## config.mk

```make
export PLATFORM = sky130hd
export DESIGN_NAME = tbik_sqrt
export DESIGN_NICKNAME = d
export VERILOG_FILES = /design/src/rtl/tbik_pkg.sv /design/src/rtl/tbik_sqrt.sv
export SDC_FILE = /design/constraint.sdc
export NUM_CORES = 2
export LEC_CHECK = 0
export BUFFER_PORTS_ARGS = -buffer_cell sky130_fd_sc_hd__buf_2
export CAP_MARGIN = 0
export CORE_MARGIN = 4
export CORE_UTILIZATION = 32
export DETAILED_ROUTE_END_ITERATION = 8
export SKIP_LAST_GASP = 1
export SLEW_MARGIN = 20
export SYNTH_ARGS = -nofsm -noshare
export SYNTH_HDL_FRONTEND = slang
export SYNTH_SLANG_ARGS = --single-unit
```

## constraint.sdc

```tcl
create_clock -name clk -period 7.1 [get_ports clk]
set_input_delay 1.42 -clock clk [delete_from_list [all_inputs] [get_ports clk]]
set_output_delay 1.42 -clock clk [all_outputs]
set_load 0.02 [all_outputs]
```

## src/rtl/tbik_pkg.sv

```systemverilog
// Shared types, constants and the CORDIC arctangent table for the two-bone bend angle unit.
// No dependencies; every other file refers to it by scoped names.
package tbik_pkg;

	localparam int ANGLE_FRAC_BITS  = 16;
	localparam int CORDIC_STEPS_DEF = 18;

	// widths of the datapath
	localparam int COORD_W = 24;
	localparam int REACH_W = 23;
	localparam int PROD_W  = 48;
	localparam int D_W     = 52;
	localparam int P_W     = 49;
	localparam int DMAG_W  = 50;
	localparam int NRM_W   = 48;
	localparam int NX_W    = 50;
	localparam int CX_W    = 34;
	localparam int ANG_W   = 36;
	localparam int K_W     = 6;
	localparam int MAG_W   = 32;
	localparam int GAIN_W  = 30;
	localparam int DSC_W   = 78;
	localparam int DIV_Q_BITS = 30;
	localparam int CQ_W    = 31;
	localparam int RAD_W   = 61;
	localparam int SQRT_STEPS = 31;
	localparam int OUT_W   = 19;

	// normalization: larger component of p ends in [2^45, 2^46) unless it starts at 2^46 or more
	localparam int NORM_TOP   = 46;
	localparam int NORM_STEPS = 6;
	localparam int XF_SHIFT   = 17;

	localparam logic signed [ANG_W-1:0] HALF_PI_Q32 = 36'sd6746518852;
	localparam logic signed [ANG_W-1:0] TWO_PI_Q32  = 36'sd26986075409;
	localparam logic [GAIN_W-1:0]       INV_GAIN_Q30 = 30'd652032874;
	localparam logic [CQ_W-1:0]         ONE_Q30 = 31'h4000_0000;
	localparam logic [OUT_W-1:0]        OUT_MAX = 19'h7FFFF;

	typedef struct packed {
		logic en;
		logic valid;
	} stage_ctl_t;

	// atan(2^-i) in Q32 radians
	function automatic logic signed [ANG_W-1:0] atan_step(input int i);
		logic signed [ANG_W-1:0] r;
		begin
			case (i)
				0:  r = 36'sd3373259426;
				1:  r = 36'sd1991351318;
				2:  r = 36'sd1052175346;
				3:  r = 36'sd534100635;
				4:  r = 36'sd268086748;
				5:  r = 36'sd134174063;
				6:  r = 36'sd67103403;
				7:  r = 36'sd33553749;
				8:  r = 36'sd16777131;
				9:  r = 36'sd8388597;
				10: r = 36'sd4194303;
				11: r = 36'sd2097152;
				12: r = 36'sd1048576;
				default: begin
					if (i < 32) begin
						r = ANG_W'(64'sd1 <<< (32 - i));
					end else begin
						r = '0;
					end
				end
			endcase
			return r;
		end
	endfunction

endpackage

```

## src/rtl/tbik_sqrt.sv

```systemverilog
// Pipelined integer square root, one result bit per stage (floor of sqrt).
// Depends on tbik_pkg.
module tbik_sqrt #(
	parameter int SIDE_W = 1
) (
	input  logic                                clk,
	input  logic                                arst_n,
	input  tbik_pkg::stage_ctl_t                ctl,
	input  logic [tbik_pkg::RAD_W-1:0]          rad,
	input  logic [SIDE_W-1:0]                   side_in,
	output logic                                valid_out,
	output logic [tbik_pkg::CQ_W-1:0]           root,
	output logic [SIDE_W-1:0]                   side_out
);
	localparam int N  = tbik_pkg::SQRT_STEPS;
	localparam int RW = tbik_pkg::RAD_W + 1;

	logic [RW-1:0]     v_rem [1:N];
	logic [RW-1:0]     r_s   [1:N];
	logic [SIDE_W-1:0] sd_s  [1:N];
	logic              v_s   [1:N];

	for (genvar i = 0; i < N; i++) begin : g_step
		localparam logic [RW-1:0] BIT = RW'(1) << (2 * (N - 1 - i));
		logic [RW-1:0]     x_i;
		logic [RW-1:0]     r_i;
		logic [RW-1:0]     t_i;
		logic [SIDE_W-1:0] sd_i;
		logic              v_i;
		if (i == 0) begin : g_in
			assign x_i  = {1'b0, rad};
			assign r_i  = '0;
			assign sd_i = side_in;
			assign v_i  = ctl.valid;
		end else begin : g_in
			assign x_i  = v_rem[i];
			assign r_i  = r_s[i];
			assign sd_i = sd_s[i];
			assign v_i  = v_s[i];
		end
		assign t_i = r_i + BIT;

		always_ff @(posedge clk or negedge arst_n) begin
			if (!arst_n) begin
				v_s[i+1] <= 1'b0;
			end else if (ctl.en) begin
				v_s[i+1] <= v_i;
			end
		end

		always_ff @(posedge clk) begin
			if (ctl.en) begin
				if (x_i >= t_i) begin
					v_rem[i+1] <= x_i - t_i;
					r_s[i+1]   <= (r_i >> 1) + BIT;
				end else begin
					v_rem[i+1] <= x_i;
					r_s[i+1]   <= r_i >> 1;
				end
				sd_s[i+1] <= sd_i;
			end
		end
	end

	assign root      = r_s[N][tbik_pkg::CQ_W-1:0];
	assign side_out  = sd_s[N];
	assign valid_out = v_s[N];

endmodule

```

==> flow_summary.yaml <==
outcome:
  status: "complete, no violations"
yosys:
  ys_async_sr_fraction_pct: 1.28
  netlist_top_cells_area: "edfxtp_1 (62%), ha_1 (5.7%), xnor2_1 (3.2%), xor2_1 (3.0%), nand2_1 (2.5%)"
  ys.flop_type: "edfxtp_1"
  seq_area_frac_synth_pct: 63.1
  synthDistinctLibCells: 95
  synth_xor_area_share_pct: 6.23
  synthCells: 9132
  syn_area_um2: 115000
  synth_compound_area_share_pct: 8.78
  synth_top_area_share_pct: 62.5
  synth_seq_cells: 2418
  yosys.area_share.adder_pct: 5.70
  synth_edf_count: 2387
  yosys_warnings: 0
  muxShareOfSynthArea_pct: 0.910
  synthSimpleGateAreaFrac_pct: 12.5
  syn_nets: 9721
  synth_top_family_by_area: "simple AND/OR/NAND/NOR gates"
  synth.avg_cell_area_um2: 12.6
  synth_area_leader_cell: "edfxtp_1"
global_route:
  grt_overflow_total: 0
  grt_pass1_vias: 70800
  grt_max_degree: 173
  antenna_found_initial: 4
  grt_pass1_wl_um: 431000
  grt.total_usage_pct: 15.0
floorplan:
  die_area_um2: 368000
  start_util_pct: 32.2
  core_area_um2: 356000
  num_rows: 219
  ioPinCount: 99
  die-width_um: 607
  die_height_um: 607
sta:
  hold_viol_final: 0
  maxSlewViolCount: 0
  fin_crit_ns: 4.73
  final-setup-viol-count: 0
  slew_headroom_pct: 22.1
  final.setup_skew_ns: 0.116
  worst_slew_pin_slew_ns: 1.14
  tns_ns: 0
  period_share_pct: 66.7
  rsz0062_at_grt: "false"
  fmax_mhz: 211
power:
  clockPowerShare_pct: 34.1
  p_seq_share_pct: 47.0
  comb_power_share_pct: 18.9
  intPower_w: 0.0296
  switching_share_pct: 28.5
  p_leak_nw: 47.7
  p_switching_w: 0.0118
  power.density_nw_per_um2: 318
  ir_drop_mv: 0.198
clock_network:
  cts-hold-fix-buffers: 0
  clockBufferDepth: 4
  cts_tree: "yes"
  cts.repair.resized: 0
  post_cts_buffers: 0
  cts_buffers: 266
  cts_num_sinks: 2418
  clockRootBuffer: "clkbuf_16"
  insertion_delay_ns: 0.93
  cts_max_level: 5
  path_clk_slew_ns: 0.06
placed_design:
  numPortBuffers: 98
  dp_hpwl_um: 216000
  gp_congestion: 0.911
  dp.cells: 13800
final_layout:
  layout_commonest_cell: "edfxtp_1"
  fillers: 33900
  finalNonFillerCells: 14300
  final_cell_mix: "edfxtp_1 (2387), nand2_1 (775), inv_1 (623), o21ai_0 (538)"
  nets: 9941
  syn_to_final_growth_pct: 13.2
  layout-drive-gt1-share_pct: 7.44
setup_path:
  critPathMaxStageDelay_ns: 0.84
  cpMaxStageDelayCell: "a211o_1"
  cp.arrival_ns: 5.33
  required_ns: 7.70
  worstSetupEndpointType: "flip-flop"
  r2r-start: "v_rem[1][692]"
  cp-endpoint: "v_rem[1][804]"
  rr_worst_depth: 12
  rrSetupSlack_ns: 2.37
  path_cells: "ha_1, o211ai_1, a21oi_1, o21ai_0, o211a_1, a31oi_1, a311o_1, a211o_1, nand4_1, nor2_1, nand2_1, xnor2_1"
  path_class: "flip-flop to flip-flop"
  path_max_fanout: 20
  startpoint_type: "flip-flop"
  r2r-end: "v_rem[1][804]"
  startpoint: "v_rem[1][692]"
  worst-path-stages: 12
  cp.buffers_inverters: 0
  critPathTopFamily: "compound AO/OA/AOI/OAI gates"
routing:
  wl_per_cell_um: 19.9
  firstDrtPassIters: 6
  routed_via_density: 5.06
  drt_wl_total_um: 285000
  drc: 0
  dr_total_vias: 72300
  ant_nets: 0
  first_iter_violations: 6310
flow_run:
  cap_violations: 0
worst_hold_path:
  hp-class: "flip-flop to flip-flop"
==> state kept, by name, summed over array words and instances (netlist names) <==
name and cells:
v_rem 1860, r_s 496, g_step.v_i 30, valid_out 1, sd_s 31
==> power by group through the flow <==
stage,Sequential [W],Combinational [W],Clock [W]
5_1_grt,0.0196,0.00871,0.0151
6_report,0.0195,0.00782,0.0141
4_1_cts,0.0195,0.00780,0.0145
3_3_place_gp,0.0197,0.00764,0
2_1_floorplan,0.0191,0.00587,0
3_5_place_dp,0.0198,0.00774,0
==> worst min path at each step <==
stage / start / end / slack, ns / cells past startpoint
floorplan: sd_s[0][9] / sd_s[0][10] / 0.40 / 0
global placement: sd_s[0][11] / sd_s[0][12] / 0.40 / 0
detailed placement: sd_s[0][12] / sd_s[0][13] / 0.40 / 0
CTS: r_s[1][581] / r_s[1][642] / 0.38 / 0
global route: r_s[1][581] / r_s[1][642] / 0.41 / 0
finish: r_s[1][581] / r_s[1][642] / 0.39 / 0
==> metrics by stage <==
step / hold slack, ns / instance area [µm²] / setup slack (ns) / total power, W / utilization, %
CTS: 0.380 / 130000 / 2.26 / 0.0417 / 36.4
global route: 0.409 / 130000 / 1.86 / 0.0434 / 36.4
finish: 0.394 / 130000 / 2.37 / 0.0414 / 36.4
detailed placement: 0.405 / 121000 / 2.25 / 0.0275 / 33.9
global placement: 0.404 / 121000 / 2.32 / 0.0274 / 33.9
floorplan: 0.400 / 115000 / 1.66 / 0.0250 / -
==> per-layer routing <==
layer | wire length [µm] | vias to the layer above | global-route usage (%) | part of all wire, %
li1 | - | 34500 | - | -
met1 | 126000 | 35400 | 20.0 | 44
met2 | 137000 | 1980 | 25.5 | 48
met3 | 13900 | 472 | 1.93 | 4.9
met4 | 8690 | 0 | 4.60 | 3.0
met5 | 0 | - | 0 | 0
==> cell usage after synthesis (all sizes together), types with 35 or more instances <==
| cell | instances |
|---|---|
| a21oi | 429 |
| nor4b | 44 |
| and3 | 45 |
| or4 | 59 |
| xor2 | 395 |
| or3 | 98 |
| nor2b | 76 |
| nand2b | 124 |
| a211oi | 53 |
| nor2 | 527 |
| nand3 | 156 |
| a21o | 222 |
| nand2 | 776 |
| edfxtp | 2387 |
| nor4 | 306 |
| or2 | 44 |
| a31oi | 35 |
| o21bai | 38 |
| inv | 623 |
| ha | 523 |
| o21a | 89 |
| nor3 | 251 |
| mux2 | 83 |
| o21ai | 545 |
| xnor2 | 422 |
| clkbuf | 184 |
| nand4 | 149 |
==> area by class of cell <==
class	count	area, µm²	share of cell area [%]
inverter	624	2340	1.80
tap	4751	5940	4.58
antenna	1	2.50	0.00193
sequential	2418	72500	55.8
clock buffer	315	6890	5.31
clock inverter	155	1980	1.52
timing repair buffer	154	1030	0.790
multi-input combinational	5888	39300	30.2
==> cell families (layout without fill, tap and decap cells) <==
| family | Yosys count | count (layout) |
|---|---|---|
| buf+inv | 826 | 1248 |
| compound gates | 1642 | 1642 |
| other cells | 0 | 1 |
| fa+ha+maj | 523 | 523 |
| simple gates | 2812 | 2812 |
| mux | 94 | 94 |
| flops | 2418 | 2418 |
| xor+xnor | 817 | 817 |
(Power assumes the default switching activity.)
