[src/rtl/tbik_pkg.sv]
// Shared types, constants and the CORDIC arctangent table for the two-bone bend angle unit.
// No dependencies; every other file refers to it by scoped names.
package tbik_pkg;

	localparam int ANGLE_FRAC_BITS  = 16;
	localparam int CORDIC_STEPS_DEF = 18;

	// widths of the datapath
	localparam int COORD_W = 24;
	localparam int REACH_W = 23;
	localparam int PROD_W  = 48;
	localparam int D_W     = 52;
	localparam int P_W     = 49;
	localparam int DMAG_W  = 50;
	localparam int NRM_W   = 48;
	localparam int NX_W    = 50;
	localparam int CX_W    = 34;
	localparam int ANG_W   = 36;
	localparam int K_W     = 6;
	localparam int MAG_W   = 32;
	localparam int GAIN_W  = 30;
	localparam int DSC_W   = 78;
	localparam int DIV_Q_BITS = 30;
	localparam int CQ_W    = 31;
	localparam int RAD_W   = 61;
	localparam int SQRT_STEPS = 31;
	localparam int OUT_W   = 19;

	// normalization: larger component of p ends in [2^45, 2^46) unless it starts at 2^46 or more
	localparam int NORM_TOP   = 46;
	localparam int NORM_STEPS = 6;
	localparam int XF_SHIFT   = 17;

	localparam logic signed [ANG_W-1:0] HALF_PI_Q32 = 36'sd6746518852;
	localparam logic signed [ANG_W-1:0] TWO_PI_Q32  = 36'sd26986075409;
	localparam logic [GAIN_W-1:0]       INV_GAIN_Q30 = 30'd652032874;
	localparam logic [CQ_W-1:0]         ONE_Q30 = 31'h4000_0000;
	localparam logic [OUT_W-1:0]        OUT_MAX = 19'h7FFFF;

	typedef struct packed {
		logic en;
		logic valid;
	} stage_ctl_t;

	// atan(2^-i) in Q32 radians
	function automatic logic signed [ANG_W-1:0] atan_step(input int i);
		logic signed [ANG_W-1:0] r;
		begin
			case (i)
				0:  r = 36'sd3373259426;
				1:  r = 36'sd1991351318;
				2:  r = 36'sd1052175346;
				3:  r = 36'sd534100635;
				4:  r = 36'sd268086748;
				5:  r = 36'sd134174063;
				6:  r = 36'sd67103403;
				7:  r = 36'sd33553749;
				8:  r = 36'sd16777131;
				9:  r = 36'sd8388597;
				10: r = 36'sd4194303;
				11: r = 36'sd2097152;
				12: r = 36'sd1048576;
				default: begin
					if (i < 32) begin
						r = ANG_W'(64'sd1 <<< (32 - i));
					end else begin
						r = '0;
					end
				end
			endcase
			return r;
		end
	endfunction

endpackage

[src/rtl/tbik_div.sv]
// Pipelined restoring divider: Q30 quotient of num * 2^29 / den, one bit per stage.
// Valid only for num < 2 * den. Depends on tbik_pkg.
module tbik_div #(
	parameter int SIDE_W = 1
) (
	input  logic                                clk,
	input  logic                                arst_n,
	input  tbik_pkg::stage_ctl_t                ctl,
	input  logic [tbik_pkg::MAG_W-1:0]          num,
	input  logic [tbik_pkg::MAG_W-1:0]          den,
	input  logic [SIDE_W-1:0]                   side_in,
	output logic                                valid_out,
	output logic [tbik_pkg::DIV_Q_BITS-1:0]     quot,
	output logic [SIDE_W-1:0]                   side_out
);
	localparam int QB = tbik_pkg::DIV_Q_BITS;
	localparam int MW = tbik_pkg::MAG_W;

	logic [MW-1:0]     rem_s [1:QB];
	logic [MW-1:0]     den_s [1:QB];
	logic [QB-1:0]     q_s   [1:QB];
	logic [SIDE_W-1:0] sd_s  [1:QB];
	logic              v_s   [1:QB];

	for (genvar i = 0; i < QB; i++) begin : g_step
		logic [MW:0]       t_i;
		logic [MW-1:0]     d_i;
		logic [QB-1:0]     q_i;
		logic [SIDE_W-1:0] sd_i;
		logic              v_i;
		if (i == 0) begin : g_in
			// top bit compares num itself against den
			assign t_i  = {1'b0, num};
			assign d_i  = den;
			assign q_i  = '0;
			assign sd_i = side_in;
			assign v_i  = ctl.valid;
		end else begin : g_in
			assign t_i  = {rem_s[i], 1'b0};
			assign d_i  = den_s[i];
			assign q_i  = q_s[i];
			assign sd_i = sd_s[i];
			assign v_i  = v_s[i];
		end

		always_ff @(posedge clk or negedge arst_n) begin
			if (!arst_n) begin
				v_s[i+1] <= 1'b0;
			end else if (ctl.en) begin
				v_s[i+1] <= v_i;
			end
		end

		always_ff @(posedge clk) begin
			if (ctl.en) begin
				if (t_i >= {1'b0, d_i}) begin
					rem_s[i+1] <= MW'(t_i - {1'b0, d_i});
					q_s[i+1]   <= {q_i[QB-2:0], 1'b1};
				end else begin
					rem_s[i+1] <= MW'(t_i);
					q_s[i+1]   <= {q_i[QB-2:0], 1'b0};
				end
				den_s[i+1] <= d_i;
				sd_s[i+1]  <= sd_i;
			end
		end
	end

	assign quot      = q_s[QB];
	assign side_out  = sd_s[QB];
	assign valid_out = v_s[QB];

endmodule

[config.mk]
export PLATFORM = sky130hd
export DESIGN_NAME = tbik_div
export DESIGN_NICKNAME = d
export VERILOG_FILES = /design/src/rtl/tbik_pkg.sv /design/src/rtl/tbik_div.sv
export SDC_FILE = /design/constraint.sdc
export NUM_CORES = 2
export LEC_CHECK = 0
export BUFFER_PORTS_ARGS = -buffer_cell sky130_fd_sc_hd__buf_2
export CAP_MARGIN = 20
export CORE_ASPECT_RATIO = 0.9
export CORE_UTILIZATION = 50
export CTS_CLUSTER_SIZE = 24
export DETAILED_ROUTE_END_ITERATION = 12
export GPL_TIMING_DRIVEN = 0
export PLACE_DENSITY = 0.69
export REMOVE_ABC_BUFFERS = 1
export SYNTH_ARGS = -nofsm -noshare
export SYNTH_HDL_FRONTEND = slang
export SYNTH_SLANG_ARGS = --single-unit
export TNS_END_PERCENT = 30
[constraint.sdc]
create_clock -name clk -period 4.8 [get_ports clk]
set_input_delay 0.24 -clock clk [delete_from_list [all_inputs] [get_ports clk]]
set_output_delay 0.24 -clock clk [all_outputs]
set_load 0.02 [all_outputs]
==> impl_results.md <==
- Status: complete, no violations
- Finished Core Util: 55.5%
- Period minus WS final: 4.53 ns
- Final net count: 12,900
- CP Cell Sequence: ha_1, nand4_1, nor2_1, o31ai_2, a21oi_2, o31a_1, a41oi_2, o311ai_1, a41oi_2, o31ai_4, buf_8, mux2_2
- Syn Area/Cell: 11.5 µm²
- Leak Pwr: 0.0605 µW
- Final Non-Filler Cells: 15,600
- Top Ports: 101
- Slowest stage delay, CP: 0.79 ns
- Clock-pin slew on the worst setup and hold paths: 0.06 ns
- Hold worst-path end: sd_s[0][1]$_DFFE_PP_
- DRC errors left: 0
- Starting Density: 50.2%
- Max_cap viols: 0
- Max-slew headroom: 19.7%
- Synth Cell Area: 134,000 µm²
- Die Ht: 493 µm
- Drt pass-1 iters: 8
- Final Hold Violating Endpoints: 0
- Clock skew: 0.0356 ns
- Most frequent cells in the layout: edfxtp_1, inv_1, ha_1, a21oi_1, nand2_1
- Final wirelength: 317,000 µm
- Core footprint: 267,000 µm²
- Initial antenna violation count: 15
- Setup crit start kind: flip-flop
- Main synth FF type: edfxtp_1
- Register-to-register setup slack: 0.27 ns
- Vias/cell: 5.73
- #FFs+latches synth: 2,381
- Post-synth EDFFs: 2,351
- Synth warn: 0
- Worst ir drop on vdd: 0.346 mV
- Min-Delay Path Class: in -> reg
- Die Wd: 548 µm
- Largest net degree at the start of global routing: 186
- Seq/Total Area, Yosys: 53.2%
- First-pass GRT wire length: 491,000 µm
- Cell type of the slowest stage on the worst timing path: o31ai_4
- Worst-path fanout max: 18
- Hold Path Stages: 2
- CTS tree: yes
- Final setup viols: 0
- Layout cells sized above 1: 9.69%
- Port Buffers: 100
- Pins Over Slew Limit: 0
- Root Buffer: clkbuf_16
- Required time worst endpoint: 5.37 ns
- Grt ovf: 0
- Worst Path Class, Setup: reg -> reg
- Async set-or-reset flop fraction in the synthesized netlist: 1.26%
- Iter 0 DRT Violations: 7,451
- Unique cell type count in the Yosys netlist: 103
- Syn Inst Count: 11,700
- Least-Margin Pin Slew: 1.17 ns
- CTS Sinks: 2,381
- Htree depth: 5
- Vias in the first global route: 86,500
- Number of placed instances, taps included: 15,100
- PD cells: 672 nW/µm²
- Tcrit/Tclk final: 94.4%
- Row count: 180
- Die Area: 270,000 µm²
- Total CTS buffers: 267
- Critical R2R Capture: rem_s[3][13]$_DFFE_PP_
- Post-CTS Setup Bufs: 0
- CP endpoint kind: flip-flop
- Detail Placement HPWL: 238,000 µm
- Crit path arrival time: 5.10 ns
- Clk Latency, worst-skew pair: 0.84 ns
- Total Routing Usage GR: 23.0%
- Hold Startpoint: side_in
- Area Overhead vs Synth: 10.5%
- Maximum clock path buffer count: 4
- Fmax: 0.221 GHz
- RSZ-0062 raised after global routing: no
- Global placer's final weighted congestion: 0.905
- Commonest non-fill, non-tap cell in the layout: edfxtp_1
- FF-to-FF path depth: 12
- Remaining antenna violation count: 0
- Wire per inst: 20.3 µm
- Crit Reg-Reg Startpoint: rem_s[2][39]$_DFFE_PP_
- Most used cell, CP: a41oi_2
- DR vias: 89,400
-- routing by layer --
layer	track usage, %	vias up	share of wire [%]
li1	-	43300	-
met1	31.5	43300	45
met2	38.6	2275	48
met3	2.43	500	4.6
met4	6.56	2	2.8
met5	0	-	0.0038
-- critical path: cells and delay by family, from the launching register on --
family / cells / cell delay, ns
DFF: 1 / 0.42
AOI/OAI and AO/OA: 7 / 2.29
buffers and inverters: 1 / 0.28
and+or+nand+nor: 2 / 0.45
adders and majority gates: 1 / 0.43
muxes: 1 / 0.38
-- sequential cells by signal, indices dropped and copies added (netlist names) --
register	count
q_s	465
sd_s	30
den_s	928
rem_s	928
valid_out	1
g_step.v_i	29
-- cells in the mapped netlist (33+ instances only) --
master,instances,share of area (%)
a21o_1,532,3.0
nor2b_1,140,0.65
edfxtp_1,2351,53
and3_1,106,0.49
nand2b_1,117,0.55
nor4_1,33,0.15
nand2_1,654,1.8
a31oi_1,97,0.45
a211oi_1,57,0.32
xnor2_1,477,3.1
o31ai_1,61,0.34
o31a_1,40,0.26
o21bai_1,123,0.69
nand3_1,207,0.77
o21ai_0,574,2.1
mux2_2,515,4.3
inv_1,1217,3.4
nand4_1,135,0.63
clkbuf_1,214,0.60
mux2i_1,44,0.33
ha_1,959,8.9
buf_2,53,0.20
o21ai_1,42,0.16
a21oi_1,951,3.5
or3_1,56,0.26
nor3_1,128,0.48
xor2_1,293,1.9
o21a_1,147,0.82
nor2_1,620,1.7
o211ai_1,59,0.33
and2_1,67,0.31
-- cell type report --
class	count	area, µm²
Fill cell	22400	119000
Timing Repair Buffer	215	2210
Multi-Input combinational cell	7766	57000
Antenna cell	3	7.51
Inverter	1219	4580
Clock inverter	156	1510
Sequential cell	2381	71300
Tap cell	3549	4440
Clock buffer	310	7050
-- cells by family (layout without fill, tap and decap cells) --
| group | count (synthesis) | count (layout) | share of synthesized area (%) |
|---|---|---|---|
| simple gates | 2383 | 2383 | 8.56 |
| xor+xnor | 770 | 770 | 5.03 |
| compound gates | 3034 | 3034 | 14.5 |
| fa+ha+maj | 988 | 988 | 9.38 |
| flops | 2381 | 2381 | 53.2 |
| other cells | 0 | 3 | 0 |
| buf+inv | 1523 | 1900 | 4.42 |
| mux | 591 | 591 | 4.93 |
-- through the flow --
step           TNS (ns)  hold WS, ns  power, µW  setup WS (ns)  area [µm²]
3_3_place_gp          -        0.280      79800         -59.20      138000
6_report              0        0.103      99600          0.270      148000
4_1_cts               0       0.0282      99900        0.00857      148000
3_5_place_dp     -39.92        0.299      79200         -0.638      139000
5_1_grt               0       0.0505     106000        0.00290      148000
2_1_floorplan   -0.0443      -0.0556      66300        -0.0221      133000
-- where the power goes --
group	internal [µW]	switching, µW
sequential	30500	3400
combinational	19900	25600
clock	11900	8290
-- worst max path at each step --
| stage | from | endpoint | slack, ns | cells after the start |
|---|---|---|---|---|
| 2_1_floorplan | rem_s[5][0]$_SDFFCE_PP0P_ | rem_s[5][51]$_DFFE_PP_ | -0.02 | 11 |
| 3_3_place_gp | ctl[1] | rem_s[0][38]$_DFFE_PP_ | -59.20 | 3 |
| 3_5_place_dp | ctl[1] | rem_s[10][8]$_DFFE_PP_ | -0.64 | 10 |
| 4_1_cts | rem_s[13][7]$_DFFE_PP_ | rem_s[13][63]$_DFFE_PP_ | 0.009 | 11 |
| 5_1_grt | den_s[2][37]$_DFFE_PP_ | rem_s[3][13]$_DFFE_PP_ | 0.003 | 13 |
| 6_report | rem_s[2][39]$_DFFE_PP_ | rem_s[3][13]$_DFFE_PP_ | 0.27 | 12 |
-- timing repair --
item,in CTS,in global routing
resized for setup,0,4
endpoints found under the hold margin,214,0
endpoints found under the setup margin,0,65
hold buffers,71,0
No activity file was read; power rests on OpenSTA's default activity.
