===== src/rtl/tbik_pkg.sv =====
// Shared types, constants and the CORDIC arctangent table for the two-bone bend angle unit.
// No dependencies; every other file refers to it by scoped names.
package tbik_pkg;

	localparam int ANGLE_FRAC_BITS  = 16;
	localparam int CORDIC_STEPS_DEF = 18;

	// widths of the datapath
	localparam int COORD_W = 24;
	localparam int REACH_W = 23;
	localparam int PROD_W  = 48;
	localparam int D_W     = 52;
	localparam int P_W     = 49;
	localparam int DMAG_W  = 50;
	localparam int NRM_W   = 48;
	localparam int NX_W    = 50;
	localparam int CX_W    = 34;
	localparam int ANG_W   = 36;
	localparam int K_W     = 6;
	localparam int MAG_W   = 32;
	localparam int GAIN_W  = 30;
	localparam int DSC_W   = 78;
	localparam int DIV_Q_BITS = 30;
	localparam int CQ_W    = 31;
	localparam int RAD_W   = 61;
	localparam int SQRT_STEPS = 31;
	localparam int OUT_W   = 19;

	// normalization: larger component of p ends in [2^45, 2^46) unless it starts at 2^46 or more
	localparam int NORM_TOP   = 46;
	localparam int NORM_STEPS = 6;
	localparam int XF_SHIFT   = 17;

	localparam logic signed [ANG_W-1:0] HALF_PI_Q32 = 36'sd6746518852;
	localparam logic signed [ANG_W-1:0] TWO_PI_Q32  = 36'sd26986075409;
	localparam logic [GAIN_W-1:0]       INV_GAIN_Q30 = 30'd652032874;
	localparam logic [CQ_W-1:0]         ONE_Q30 = 31'h4000_0000;
	localparam logic [OUT_W-1:0]        OUT_MAX = 19'h7FFFF;

	typedef struct packed {
		logic en;
		logic valid;
	} stage_ctl_t;

	// atan(2^-i) in Q32 radians
	function automatic logic signed [ANG_W-1:0] atan_step(input int i);
		logic signed [ANG_W-1:0] r;
		begin
			case (i)
				0:  r = 36'sd3373259426;
				1:  r = 36'sd1991351318;
				2:  r = 36'sd1052175346;
				3:  r = 36'sd534100635;
				4:  r = 36'sd268086748;
				5:  r = 36'sd134174063;
				6:  r = 36'sd67103403;
				7:  r = 36'sd33553749;
				8:  r = 36'sd16777131;
				9:  r = 36'sd8388597;
				10: r = 36'sd4194303;
				11: r = 36'sd2097152;
				12: r = 36'sd1048576;
				default: begin
					if (i < 32) begin
						r = ANG_W'(64'sd1 <<< (32 - i));
					end else begin
						r = '0;
					end
				end
			endcase
			return r;
		end
	endfunction

endpackage


===== src/rtl/tbik_norm.sv =====
// Pipelined normalizing shifter: one binary shift decision per stage.
// Depends on tbik_pkg.
module tbik_norm #(
	parameter int SIDE_W = 1
) (
	input  logic                                   clk,
	input  logic                                   arst_n,
	input  tbik_pkg::stage_ctl_t                   ctl,
	input  logic [tbik_pkg::NRM_W-1:0]             ax,
	input  logic [tbik_pkg::NRM_W-1:0]             ay,
	input  logic                                   sx,
	input  logic                                   sy,
	input  logic [SIDE_W-1:0]                      side_in,
	output logic                                   valid_out,
	output logic signed [tbik_pkg::NX_W-1:0]       nx,
	output logic signed [tbik_pkg::NX_W-1:0]       ny,
	output logic [tbik_pkg::K_W-1:0]               k,
	output logic [SIDE_W-1:0]                      side_out
);
	localparam int N = tbik_pkg::NORM_STEPS;
	localparam int W = tbik_pkg::NRM_W;

	logic [W-1:0]                a_s  [1:N];
	logic [W-1:0]                b_s  [1:N];
	logic [tbik_pkg::K_W-1:0]    k_s  [1:N];
	logic [1:0]                  sg_s [1:N];
	logic [SIDE_W-1:0]           sd_s [1:N];
	logic                        v_s  [1:N];

	for (genvar i = 0; i < N; i++) begin : g_step
		localparam int SH = 1 << (N - 1 - i);
		localparam logic [W-1:0] LIM = W'(1) << (tbik_pkg::NORM_TOP - SH);
		localparam logic [tbik_pkg::K_W-1:0] SHK = tbik_pkg::K_W'(SH);
		logic [W-1:0]             a_i;
		logic [W-1:0]             b_i;
		logic [tbik_pkg::K_W-1:0] k_i;
		logic [1:0]               sg_i;
		logic [SIDE_W-1:0]        sd_i;
		logic                     v_i;
		if (i == 0) begin : g_in
			assign a_i  = ax;
			assign b_i  = ay;
			assign k_i  = '0;
			assign sg_i = {sy, sx};
			assign sd_i = side_in;
			assign v_i  = ctl.valid;
		end else begin : g_in
			assign a_i  = a_s[i];
			assign b_i  = b_s[i];
			assign k_i  = k_s[i];
			assign sg_i = sg_s[i];
			assign sd_i = sd_s[i];
			assign v_i  = v_s[i];
		end

		always_ff @(posedge clk or negedge arst_n) begin
			if (!arst_n) begin
				v_s[i+1] <= 1'b0;
			end else if (ctl.en) begin
				v_s[i+1] <= v_i;
			end
		end

		always_ff @(posedge clk) begin
			if (ctl.en) begin
				if ((a_i | b_i) < LIM) begin
					a_s[i+1] <= a_i << SH;
					b_s[i+1] <= b_i << SH;
					k_s[i+1] <= k_i + SHK;
				end else begin
					a_s[i+1] <= a_i;
					b_s[i+1] <= b_i;
					k_s[i+1] <= k_i;
				end
				sg_s[i+1] <= sg_i;
				sd_s[i+1] <= sd_i;
			end
		end
	end

	always_comb begin
		nx = $signed({{(tbik_pkg::NX_W-W){1'b0}}, a_s[N]});
		ny = $signed({{(tbik_pkg::NX_W-W){1'b0}}, b_s[N]});
		if (sg_s[N][0]) begin
			nx = -nx;
		end
		if (sg_s[N][1]) begin
			ny = -ny;
		end
	end

	assign k         = k_s[N];
	assign side_out  = sd_s[N];
	assign valid_out = v_s[N];

endmodule


===== config.mk =====
export PLATFORM = sky130hd
export DESIGN_NAME = tbik_norm
export DESIGN_NICKNAME = d
export VERILOG_FILES = /design/src/rtl/tbik_pkg.sv /design/src/rtl/tbik_norm.sv
export SDC_FILE = /design/constraint.sdc
export NUM_CORES = 1
export LEC_CHECK = 0
export BUFFER_PORTS_ARGS = -buffer_cell sky130_fd_sc_hd__buf_2
export CORE_ASPECT_RATIO = 0.75
export CORE_UTILIZATION = 60
export DETAILED_ROUTE_END_ITERATION = 6
export HOLD_SLACK_MARGIN = 0.08
export PLACE_DENSITY = 0.86
export SYNTH_ARGS = -nofsm -noshare
export SYNTH_HDL_FRONTEND = slang
export SYNTH_SLANG_ARGS = --single-unit

===== constraint.sdc =====
create_clock -name clk -period 3.8 [get_ports clk]
set_clock_uncertainty 0.2 [all_clocks]
set_input_delay 0.76 -clock clk [delete_from_list [all_inputs] [get_ports clk]]
set_output_delay 0.76 -clock clk [all_outputs]
set_load 0.01 [all_outputs]

==> reports/qor.txt <==
CRITICAL PATH
---------------------------------------------------------------------------------------
CP max-delay cell ........................................................ sky130_fd_sc_hd__or4_4
Critical Path End Type ................................................... primary output
Depth of the worst register-to-register path .............................            5
Kind of critical path .................................................... flop to primary output
Worst path required time .................................................      2840 ps
Internal reg-to-reg setup slack ..........................................       780 ps
Crit path buf inv count ..................................................            2
Sequence of cells on the critical path ................................... or4_4 -> or3_4 -> buf_6 -> or3_4 -> o31ai_4 -> xnor2_1 -> buf_2
Delay of the slowest cell on the worst path ..............................       590 ps
Arrival time at the worst endpoint .......................................      3100 ps
Worst path top cell family by delay ...................................... simple AND/OR/NAND/NOR gates
Most Frequent Cell on Critical Path ...................................... sky130_fd_sc_hd__or3_4
Top fanout value on the critical path ....................................            5
Startpoint types .........................................................         flop
Stages on worst setup path ...............................................            7

FLOORPLANNING
---------------------------------------------------------------------------------------
Rows .....................................................................           67
Core Footprint ...........................................................  0.0448 mm^2
Die Y-Extent .............................................................       187 um
Initial Utilization ......................................................        61.0%
DIE WIDTH ................................................................       249 um
Ports placed on the boundary .............................................          211
Die area .................................................................  0.0465 mm^2

SYNTH
---------------------------------------------------------------------------------------
Seq/Total Area, Yosys ....................................................        68.1%
#FFs+latches synth .......................................................          621
Area share of the leading cell type in the synthesized netlist ...........        67.5%
Synthesized instance count ...............................................        1,701
Predominant post-synthesis flop cell ..................................... sky130_fd_sc_hd__edfxtp_1
Synth async-reset ratio ..................................................       0.966%
Synthesized area .........................................................  0.0274 mm^2
Synth Net Count ..........................................................        1,806
Total number of yosys warnings ...........................................            0
Area contributors post-synth ............................................. sky130_fd_sc_hd__edfxtp_1 68%, sky130_fd_sc_hd__mux2_2 18%, sky130_fd_sc_hd__xnor2_1 2.9%
Cell variety after synth .................................................           44
Synthesized area per cell ................................................    16.1 um^2
Cell accounting for the most synthesized area ............................ sky130_fd_sc_hd__edfxtp_1
EDFF count, synth ........................................................          615

POWER
---------------------------------------------------------------------------------------
Leakage power of the design ..............................................      11.4 nW
Total power draw .........................................................      15.7 mW
Seq pwr share ............................................................        55.0%
Cell-internal power ......................................................      12.1 mW
Total net switching power ................................................      3.58 mW
Switching share of power .................................................        22.9%
Part of the power in the clock network ...................................        35.0%
Power density relative to cell area ......................................  492 mW/mm^2
Combinational power share ................................................        10.0%
Peak supply drop .........................................................     0.339 mV

CELLS AND AREA
---------------------------------------------------------------------------------------
Non-Filler Instances .....................................................        2,590
Final Net Count ..........................................................        2,066
End-of-flow core utilization .............................................        71.0%
Area overhead of the layout relative to synthesis ........................        16.5%
Post-layout instance area ................................................  0.0319 mm^2
Diodes inserted ..........................................................            0
Fraction of layout instances using a drive strength above 1 ..............        44.1%

GLOBAL ROUTING
---------------------------------------------------------------------------------------
Global-route wire length before repair ...................................    87,000 um
Initial antenna violation count ..........................................            0
Pin count of the biggest net entering global routing .....................          236
GRT Overall Usage ........................................................        24.4%
Via count of the first global-routing pass ...............................        14.7k
Total global routing overflow ............................................            0

DRT
---------------------------------------------------------------------------------------
Via count ................................................................        15.0k
Number of violations reported at the end of detailed-routing iteration 0 .        1,640
Number of remaining DRC errors ...........................................            0
Avg WL per Cell ..........................................................      22.3 um
First-pass iteration count of the detailed router ........................            5
Antenna viol nets, final .................................................            0
Ratio of routed vias to standard cells ...................................         5.81
Overall routed net length ................................................    57,800 um

CLOCK TREE
---------------------------------------------------------------------------------------
Number of CTS-inserted buffers ...........................................           56
Cell at the root of the clock tree ....................................... sky130_fd_sc_hd__clkbuf_16
Number of buffers between clock root and the deepest sink ................            3
TritonCTS clock tree .....................................................          yes
Clock network latency to the later pin of the worst-skew pair ............       600 ps
Clk sinks ................................................................          621
Clock slew seen by the registers of the worst setup and hold paths .......        70 ps
Number of levels the H-tree was split into ...............................            2

STA
---------------------------------------------------------------------------------------
Period utilization .......................................................         107%
Setup repair after global routing missed its margin ......................         true
Final Hold Fails .........................................................            0
Least setup slack across all paths after layout ..........................      -261 ps
Measured slew at the worst slew-check pin ................................      1440 ps
Time the final worst path needs with I/O delays and setup ................      4060 ps
Worst slew margin relative to its limit ..................................        3.76%
Number of max-slew violations in the final report ........................            0
Total of endpoints with negative setup slack in the final report .........           30
Achievable clock frequency ...............................................      246 MHz

PLACE
---------------------------------------------------------------------------------------
Placer Congestion ........................................................        0.894
Cells after DPL ..........................................................        2,429
Post-Place Setup Slack ...................................................       280 ps
Dpl hpwl .................................................................    38,600 um
Buffers on Ports .........................................................          210
Placed cell area .........................................................  0.0290 mm^2

HOLD PATH
---------------------------------------------------------------------------------------
Path category of the worst min-delay check ............................... input port to flop
Cell depth of the worst hold path ........................................            1

FLOW RUN
---------------------------------------------------------------------------------------
Max-cap violation count ..................................................            0

RUN STATUS
---------------------------------------------------------------------------------------
Status ................................................................... complete, but fails checks
Violated checks .......................................................... negative setup slack

==> synth_stat cells (3+ instances only) <==
cell                         n
sky130_fd_sc_hd__edfxtp_1  615
sky130_fd_sc_hd__mux2_2    430
sky130_fd_sc_hd__and2_1    104
sky130_fd_sc_hd__nand2_1    91
sky130_fd_sc_hd__xnor2_1    90
sky130_fd_sc_hd__clkbuf_1   61
sky130_fd_sc_hd__nor4_1     43
sky130_fd_sc_hd__o21ai_0    38
sky130_fd_sc_hd__inv_1      37
sky130_fd_sc_hd__o31ai_1    30
sky130_fd_sc_hd__nor2_1     29
sky130_fd_sc_hd__or4_1      15
sky130_fd_sc_hd__buf_2      13
sky130_fd_sc_hd__o41ai_1    13
sky130_fd_sc_hd__nand3_1    11
sky130_fd_sc_hd__buf_1      10
sky130_fd_sc_hd__nand4_1     7
sky130_fd_sc_hd__dfrtp_1     6
sky130_fd_sc_hd__nor3_1      6
sky130_fd_sc_hd__or3_1       6
sky130_fd_sc_hd__or2_2       5
sky130_fd_sc_hd__and3_1      4
sky130_fd_sc_hd__o21ai_1     3
sky130_fd_sc_hd__or3_4       3
==> worst reg2reg max path: stages (launching register included) <==
cell,delay [ps]
sky130_fd_sc_hd__edfxtp_1,390
sky130_fd_sc_hd__nor4_1,400
sky130_fd_sc_hd__nand3_1,190
sky130_fd_sc_hd__o21ai_4,740
sky130_fd_sc_hd__buf_4,410
sky130_fd_sc_hd__mux2_2,420
==> cells in the final DEF (no fill, tap or decap), types with 36 or more instances in the layout <==
master	instances
sky130_fd_sc_hd__nor4_1	41
sky130_fd_sc_hd__and2_1	104
sky130_fd_sc_hd__buf_4	64
sky130_fd_sc_hd__inv_1	36
sky130_fd_sc_hd__mux2_2	430
sky130_fd_sc_hd__buf_2	209
sky130_fd_sc_hd__edfxtp_1	615
sky130_fd_sc_hd__xnor2_1	89
sky130_fd_sc_hd__nand2_1	90
sky130_fd_sc_hd__clkbuf_16	57
==> power groups by stage <==
stage,logic [mW],clock network [mW],registers (mW)
floorplan,0.993,0,8.56
finish,1.56,5.49,8.62
detailed placement,1.45,0,8.73
CTS,1.51,5.55,8.60
global route,1.67,5.81,8.67
global placement,1.43,0,8.69
==> area by class of cell <==
class	count	area, um^2
clock buffer	69	1470
clock inverter	32	290
sequential	621	18600
inverter	37	139
multi-input combinational	958	8850
timing repair buffer	287	1760
fill	2734	13000
tap	586	733
==> routing by layer <==
layer | vias up | track usage [%] | share of wire (%)
met5 | - | 0 | 0
met4 | 0 | 6.69 | 2.6
met3 | 96 | 3.90 | 5.7
met2 | 592 | 35.4 | 43
met1 | 7331 | 38.5 | 49
li1 | 7018 | - | -
==> per-stage QoR <==
step	setup TNS [ps]	hold slack (ps)
floorplan	0	200
global placement	0	202
detailed placement	0	205
CTS	-3120	127
global route	-7530	133
finish	-3690	165
==> path summary, 6_finish.rpt <==
path                                           from                        end
min in group asynchronous                    arst_n      valid_out$_DFFE_PN0P_
hold / removal                              side_in       sd_s[0][1]$_DFFE_PP_
setup reg to reg              a_s[0][138]$_DFFE_PP_      a_s[0][171]$_DFFE_PP_
setup / recovery               b_s[6][22]$_DFFE_PP_                     ny[45]
hold reg to reg            k_s[0][26]$_SDFFCE_PP0P_       k_s[0][32]$_DFFE_PP_
max in group asynchronous                    arst_n  g_step[2].v_i$_DFFE_PN0P_
==> registers in the layout, indices dropped and copies added (netlist names) <==
signal / flops
valid_out: 1
sg_s: 12
sd_s: 6
a_s: 288
g_step.v_i: 5
k_s: 21
b_s: 288
==> cell families (layout without fill, tap and decap cells) <==
kind of cell / after synthesis / in the layout / synth area share, %
and+or+nand+nor: 336 / 339 / 6.87
xor gates and xnor gates: 92 / 92 / 2.95
AOI/OAI and AO/OA: 95 / 95 / 2.47
adders and majority gates: 2 / 2 / 0.0915
DFF: 621 / 621 / 68.1
muxes: 430 / 430 / 17.7
buffers and inverters: 125 / 425 / 1.86
==> what timing repair did <==
action,CTS,global route
cloned,3,0
hold buffers,1,0
endpoints found under the hold margin,6,0
buffers inserted,24,32
pin swaps,36,42
setup endpoints to repair,60,56
gates resized for setup,63,46
(Power assumes the default switching activity.)
